`src/hgse_pkg.sv`:
```
// Package for the hex grid successor expander: types, codes, constants, offset tables.
`default_nettype none
package hgse_pkg;

   // default sizes
   localparam int GRID_DIM_DEF  = 64;
   localparam int MAX_GOALS_DEF = 8;

   // action codes
   localparam logic [1:0] ACT_LOAD   = 2'd0;
   localparam logic [1:0] ACT_GOAL   = 2'd1;
   localparam logic [1:0] ACT_EXPAND = 2'd2;

   // register indexes
   localparam logic [1:0] REG_COL_MIN = 2'd0;
   localparam logic [1:0] REG_COL_MAX = 2'd1;
   localparam logic [1:0] REG_ROW_MIN = 2'd2;
   localparam logic [1:0] REG_ROW_MAX = 2'd3;

   // distance arithmetic: row pitch 0.866025 in Q0.16 and its square
   localparam longint unsigned Y_STEP_Q16 = 56756;
   localparam logic [31:0] Y_STEP_SQ = 32'(Y_STEP_Q16 * Y_STEP_Q16);
   localparam int HALF_SQ_SHIFT = 30;   // (2^15)^2
   localparam int RAD_W  = 46;          // squared distance, Q32
   localparam int ROOT_W = 23;          // distance, Q16

   typedef struct packed {
      logic [1:0]  action;
      logic [5:0]  cell_col;
      logic [5:0]  cell_row;
      logic        blocked;
      logic [5:0]  parent_col;
      logic [5:0]  parent_row;
      logic [15:0] path_cost;
   } req_type;

   typedef struct packed {
      logic [5:0]  succ_col;
      logic [5:0]  succ_row;
      logic [15:0] succ_cost;
      logic [15:0] heuristic;
      logic        last;
   } rsp_type;

   // column offset of direction dir
   function automatic logic signed [1:0] nb_dc(input logic odd, input logic [2:0] dir);
      logic signed [1:0] v;
      case (dir)
         3'd0:    v = -2'sd1;
         3'd1:    v = odd ? -2'sd1 : 2'sd0;
         3'd2:    v = odd ? 2'sd0 : 2'sd1;
         3'd3:    v = 2'sd1;
         3'd4:    v = odd ? 2'sd0 : 2'sd1;
         3'd5:    v = odd ? -2'sd1 : 2'sd0;
         default: v = 2'sd0;
      endcase
      return v;
   endfunction

   // row offset of direction dir (same for both parities)
   function automatic logic signed [1:0] nb_dr(input logic [2:0] dir);
      logic signed [1:0] v;
      case (dir)
         3'd0:    v = 2'sd0;
         3'd1:    v = -2'sd1;
         3'd2:    v = -2'sd1;
         3'd3:    v = 2'sd0;
         3'd4:    v = 2'sd1;
         3'd5:    v = 2'sd1;
         default: v = 2'sd0;
      endcase
      return v;
   endfunction

   // direction of slot j: root takes all six, otherwise the three facing away
   function automatic logic [2:0] nb_dir(input logic root, input logic [2:0] kpar,
                                         input logic [2:0] j);
      logic [3:0] s;
      s = 4'(kpar) + 4'd2 + 4'(j);
      if (s >= 4'd6) s = s - 4'd6;
      return root ? j : s[2:0];
   endfunction

endpackage
`default_nettype wire

```
`src/hgse_isqrt.sv`:
```
// Bit-serial truncating integer square root, one result bit per cycle.
`default_nettype none
module hgse_isqrt
   import hgse_pkg::*;
(
   input  wire logic              clock,
   input  wire logic              reset,
   input  wire logic              start,
   input  wire logic [RAD_W-1:0]  operand,
   output logic                   done,
   output logic      [ROOT_W-1:0] root
);
   localparam int CW = $clog2(ROOT_W);

   logic [RAD_W-1:0]  rad_ff;
   logic [ROOT_W+1:0] rem_ff;
   logic [ROOT_W-1:0] root_ff;
   logic [CW-1:0]     cnt_ff;
   logic              busy_ff, done_ff;
   logic [ROOT_W+2:0] rem_sh, trial;
   logic              take;

   // shift in two radicand bits, try subtracting 4*root+1
   assign rem_sh = {rem_ff[ROOT_W:0], rad_ff[RAD_W-1 -: 2]};
   assign trial  = {1'b0, root_ff, 2'b01};
   assign take   = (rem_sh >= trial);

   always_ff @(posedge clock) begin
      if (reset) begin
         busy_ff <= 1'b0;
         done_ff <= 1'b0;
      end else begin
         done_ff <= busy_ff && (cnt_ff == '0);
         if (start) busy_ff <= 1'b1;
         else if (busy_ff && (cnt_ff == '0)) busy_ff <= 1'b0;
      end
      if (start) begin
         rad_ff  <= operand;
         rem_ff  <= '0;
         root_ff <= '0;
         cnt_ff  <= CW'(ROOT_W - 1);
      end else if (busy_ff) begin
         rad_ff  <= {rad_ff[RAD_W-3:0], 2'b00};
         rem_ff  <= take ? (ROOT_W+2)'(rem_sh - trial) : rem_sh[ROOT_W+1:0];
         root_ff <= {root_ff[ROOT_W-2:0], take};
         cnt_ff  <= cnt_ff - 1'b1;
      end
   end

   assign done = done_ff;
   assign root = root_ff;
endmodule
`default_nettype wire

```
`config.mk`:
```
export PLATFORM = sky130hd
export DESIGN_NAME = hgse_isqrt
export DESIGN_NICKNAME = d
export VERILOG_FILES = /design/src/hgse_pkg.sv /design/src/hgse_isqrt.sv
export SDC_FILE = /design/constraint.sdc
export NUM_CORES = 1
export LEC_CHECK = 0
export BUFFER_PORTS_ARGS = -buffer_cell sky130_fd_sc_hd__buf_2
export CORE_MARGIN = 3
export CORE_UTILIZATION = 40
export DETAILED_ROUTE_END_ITERATION = 12
export HOLD_SLACK_MARGIN = 0.12
export PLACE_DENSITY = 0.62
export SLEW_MARGIN = 20
export SYNTH_ARGS = -nofsm -noshare
export SYNTH_HDL_FRONTEND = slang
export SYNTH_SLANG_ARGS = --single-unit
```
`constraint.sdc`:
```
create_clock -name clock -period 2.5 [get_ports clock]
set_input_delay 0.375 -clock clock [delete_from_list [all_inputs] [get_ports clock]]
set_output_delay 0.375 -clock clock [all_outputs]
set_load 0.02 [all_outputs]
```
=== Yosys cells after proc, flatten, opt, wreduce, memory -nomap -nowiden ===
Index checks and enable logic that the tools add are counted.

* Bits in registers: 100
* Bits in latches: 0
* RAM bits: 0
* ROM bits: 0
* Input port bits: 49
* Output and inout port bits: 24
* Memories kept: 0

* Add/sub/neg operators: 2
* $mul: 0
* Divide/modulo/power cells: 0
* Magnitude comparators: 1
* Equal/unequal tests: 0
* Shift-type cells: 0
* Multiplexer cells: 5
* Bitwise logic cells: 0
* Reduce and logical (&&, ||, !) cells: 4

{| class="wikitable"
|+ Operators with widths
! operator !! number
|-
| 2-to-1 mux 46 bit || 2
|-
| >= comparator 26 x 25 -> 1 bit || 1
|-
| 2-to-1 mux 24 bit || 1
|-
| subtractor 24 bit || 1
|-
| logical NOT 5 bit || 1
|-
| subtractor 5 x 1 -> 5 bit, second input constant || 1
|-
| nonzero test 2 bit || 2
|-
| 2-to-1 mux 1 bit || 2
|-
| logical AND 1 bit || 1
|}

=== Depth between registers and ports, before layout ===
* Depth after elaboration: 4
* Mapped depth: 11
* Mapped depth without buffers: 9

=== Least setup slack after synthesis ===
OpenSTA, ideal clock, no wires.

* Path kind: register to register
* Start point: reg root_ff[0], in the netlist root[0]
* End point: reg rem_ff[9]
* Arrival: 2.369 ns
* Required time: 2.397 ns
* Setup slack: 0.028 ns
* Cell stages (with the launch flop): 10
* Path through: dfxtp_1 inv_1 ha_1 nor2b_4 o31a_1 o21a_1 o211ai_2 a21oi_2 o2111a_1 a2111oi_2

* Cells in the longest elaborated chain, start to end: 2
* Elaborated cells between the ends (all ways): 3
* Classes of those cells: add/sub (1); order compare (1); mux (1)

{| class="wikitable"
|+ RTL lines
! element !! RTL line !! RTL
|-
| from (decl) || hgse_isqrt.sv:17 || <nowiki>logic [ROOT_W-1:0] root_ff;</nowiki>
|-
| from (signal assigned) || hgse_isqrt.sv:45 || <nowiki>root_ff <= {root_ff[ROOT_W-2:0], take};</nowiki>
|-
| subtractor 24 bit or >= comparator 26 x 25 -> 1 bit (tied branches) || hgse_isqrt.sv:44, hgse_isqrt.sv:26 ||
|-
| 2-to-1 mux 24 bit (*) || hgse_isqrt.sv:44 || <nowiki>rem_ff <= take ? (ROOT_W+2)'(rem_sh - trial) : rem_sh[ROOT_W+1:0];</nowiki>
|-
| to (signal assigned) || hgse_isqrt.sv:44 ||
|-
| to (decl) || hgse_isqrt.sv:16 || <nowiki>logic [ROOT_W+1:0] rem_ff;</nowiki>
|}

Every way passes the cells marked *; elsewhere a longest branch is shown, timed or not.
A chain may end at the register's enable or synchronous reset.

=== Worst setup path after layout ===
* Start point: reg rem_ff[0]
* End point: reg rem_ff[18]

* Cells in the longest elaborated chain, start to end: 2
* Elaborated cells between the ends (all ways): 3
* Classes of those cells: add/sub (1); order compare (1); mux (1)

{| class="wikitable"
|+ RTL lines
! element !! RTL line
|-
| subtractor 24 bit or >= comparator 26 x 25 -> 1 bit (tied branches) || hgse_isqrt.sv:44, hgse_isqrt.sv:26
|-
| 2-to-1 mux 24 bit (*) || hgse_isqrt.sv:44
|}

Marked as above.

==> reports/results.tsv <==
stage	metric	value	unit
clocking	clock tree root driver cell	clkbuf_16	
die	Die Y	124	µm
power	Leak	2.90	nW
synth	Cells after Synth	548	
power	Max IR drop VDD	0.000444	V
synth	EDFF count, synth	46	
clocking	Clock H-tree levels	3	
setup_path	CP Max Fanout	4	
setup_path	Required @ worst endpoint	2.77	ns
timing	Hold Vio Cnt, Final	0	
synth	Synth area leader	edfxtp_1	
synth	Yosys top cell area share	24.9	%
final_layout	Layout Nets	744	
clocking	clk slew on worst S/H paths	0.07	ns
die	Die X	124	µm
synth	synthesized flop and latch total	100	
worst_hold_path	WHS Endpoint	busy_ff	
timing	Tmin final	2.44	ns
final_layout	register area	0.00247	mm²
setup_path	Setup Crit Path Kind	reg -> reg	
timing	fin crit share	97.5	%
final_layout	most frequent cells in the layout	buf_2 (71), nor2_1 (64), buf_4 (62)	
global_route	grt ovf	0	
drt	first-iteration detailed-routing DRC count	282	
die	initial core utilization	41.4	%
clocking	CTS tree	done	
synth	sequential element share of the synthesized area	44.4	%
clocking	worst skew pair latency	0.36	ns
setup_path	Worst Setup End Kind	flip-flop	
placement	number of buffers added on ports	72	
global_route	first-pass GRT wire length	21000	µm
timing	Setup Viol. Count Final	0	
setup_path	startpoint types	flip-flop	
clocking	Max Root-Sink Buffers	2	
final_layout	multi-input gate area in the final layout	0.00305	mm²
die	Die ar.	0.0153	mm²
drt	via count	4531	
clocking	# hold bufs at CTS	0	
placement	number of cells after detailed placement	823	
timing	RSZ-0062 raised after global routing	yes	
final_layout	share of layout cells above drive strength 1	36.9	%
placement	HPWL after DPL	9180	µm
synth	synth unique cells	60	
synth	Synth area leaders	edfxtp_1 (25%), dfxtp_1 (19%), mux2_2 (8.9%)	
clocking	clk sinks	100	
global_route	pin count of the biggest net entering global routing	47	
timing	Slew headroom	61.0	%
global_route	GRT Util Overall	17.2	%
drt	First-pass DRT Iterations	5	
power	pwr/cell area	1030	mW/mm²
timing	Clock Skew	0.00653	ns
job	Max Cap Viol	0	
final_layout	fillcell total	1245	
synth	number of warnings issued by yosys	0	
placement	gpl congestion	0.888	
timing	Worst Tran Pin Value	0.585	ns
synth	Avg Cell Area, Syn	10.1	µm²
setup_path	WP data arrival	2.71	ns
die	Core Footprint	0.0134	mm²
clocking	CTS buffer count	9	
drt	DRC Markers	0	
synth	ys async rst share	0	%
drt	wire per inst	15.6	µm
final_layout	Antenna diodes	0	
outcome	status	complete, no violations	
worst_hold_path	Worst Hold Launch	reset	
final_layout	end-of-flow core utilization	52.5	%
setup_path	start of the worst register-to-register path	rem_ff[0]	
setup_path	Reg2Reg Depth	10	
synth	Post-Syn Area	0.00555	mm²
synth	predominant post-synthesis flop cell	dfxtp_1	
global_route	initial antenna violation count	0	
drt	via/cell ratio	5.33	
setup_path	R2R setup slack	0.06	ns
worst_hold_path	HP Class	in -> reg	
die	site row count	42	
final_layout	post-synthesis to final-layout area growth	26.7	%
timing	max-slew violation count	0	
drt	Post-DRT Antenna Nets	0	
worst_hold_path	Hold Path Stages	2	
drt	Post-Route WL	13200	µm
global_route	number of global-route vias before repair	4398	
timing	Peak Freq	0.410	GHz
setup_path	RR Endpoint	rem_ff[18]	
final_layout	post-route insts no fill	850	
final_layout	commonest non-fill, non-tap cell in the layout	buf_2	
synth	synthesized net count	623	
die	I/O Pins	73	
[worst max-delay path, stage by stage, from the launching register on]
cell and delay (ns):
dfxtp_1 0.40, ha_4 0.23, nor2b_4 0.12, o31a_1 0.27, o21a_1 0.21, o211ai_2 0.25, buf_6 0.17, buf_6 0.09
or2b_1 0.25, xnor2_2 0.14, o31ai_1 0.23
[how the worst max path moves through the flow]
stage / slack, ns / to / start / cells after the start
after floorplan: 0.03 / rem_ff[9] / root[0] / 9
after global placement: 0.03 / rem_ff[17] / root[18] / 10
after detailed placement: -0.06 / rem_ff[9] / root[17] / 10
after CTS: -0.003 / rem_ff[9] / root[17] / 10
after global routing: -0.03 / rem_ff[8] / root[8] / 10
final: 0.06 / rem_ff[18] / rem_ff[0] / 10
[cells in the mapped netlist, types with 5 or more instances]
cell type	count
a21oi_1	20
edfxtp_1	46
ha_1	26
clkbuf_1	20
o21ai_0	27
inv_1	32
nor3_1	7
nor2b_1	9
nand2_1	28
a21o_1	7
mux2i_1	24
xor2_1	7
nor2_1	67
a32oi_1	6
dfxtp_1	54
nand3_1	15
o21a_1	9
mux2_2	44
xnor2_1	16
nand2b_1	5
and2_1	5
a311oi_1	14
[registers in the layout, summed over array words and instances (netlist names)]
| register | count |
|---|---|
| rad_ff | 46 |
| rem_ff | 24 |
| root | 23 |
| cnt_ff | 5 |
| busy_ff | 1 |
| done | 1 |
[kinds of logic (layout without fill, tap and decap cells)]
logic type,count (synthesis),after routing,synth area share (%)
simple gates,149,149,12.2
compound gates,121,123,16.2
flops,100,100,44.4
mux,68,68,13.3
buf+inv,61,185,4.44
fa+ha+maj,26,26,5.86
xor+xnor,23,23,3.63
[power breakdown]
group          total, mW  internal (mW)  leakage (nW)  switching, mW
logic               3.77           1.73          1.85           2.03
clock network       1.42          0.713         0.145          0.703
registers           2.05           1.92         0.907          0.127
total               7.23           4.37          2.90           2.86
[layout make-up]
type,instances,share of cell area [%]
tap,176,3.13
sequential,100,35.2
inverter,32,1.71
clock inverter,7,1.03
timing repair buffer,137,12.4
multi-input combinational,389,43.3
clock buffer,9,3.20
[what timing repair did]
action	CTS	global route
endpoints found under the hold margin	0	0
endpoints found under the setup margin	6	24
buffers inserted	1	8
resized for setup	5	49
pin swaps	1	17
gates cloned	1	1
[metrics by stage]
step	setup WS [ns]	power, mW	hold slack (ns)	area, µm²	setup TNS [ns]
after floorplan	0.0277	4.29	0.440	5550	0
after CTS	-0.00325	6.78	0.177	6790	-0.00325
after global placement	0.0252	5.17	0.478	6440	0
after global routing	-0.0252	7.65	0.188	7030	-0.157
after detailed placement	-0.0612	5.22	0.481	6440	-0.0900
final	0.0621	7.23	0.186	7030	0
[routing by layer]
layer / global-route usage (%) / share of wire, %
met1: 21.9 / 44
met5: 0 / 0
met2: 28.1 / 50
met3: 4.09 / 4.3
met4: 6.64 / 1.7
(Power assumes the default switching activity.)
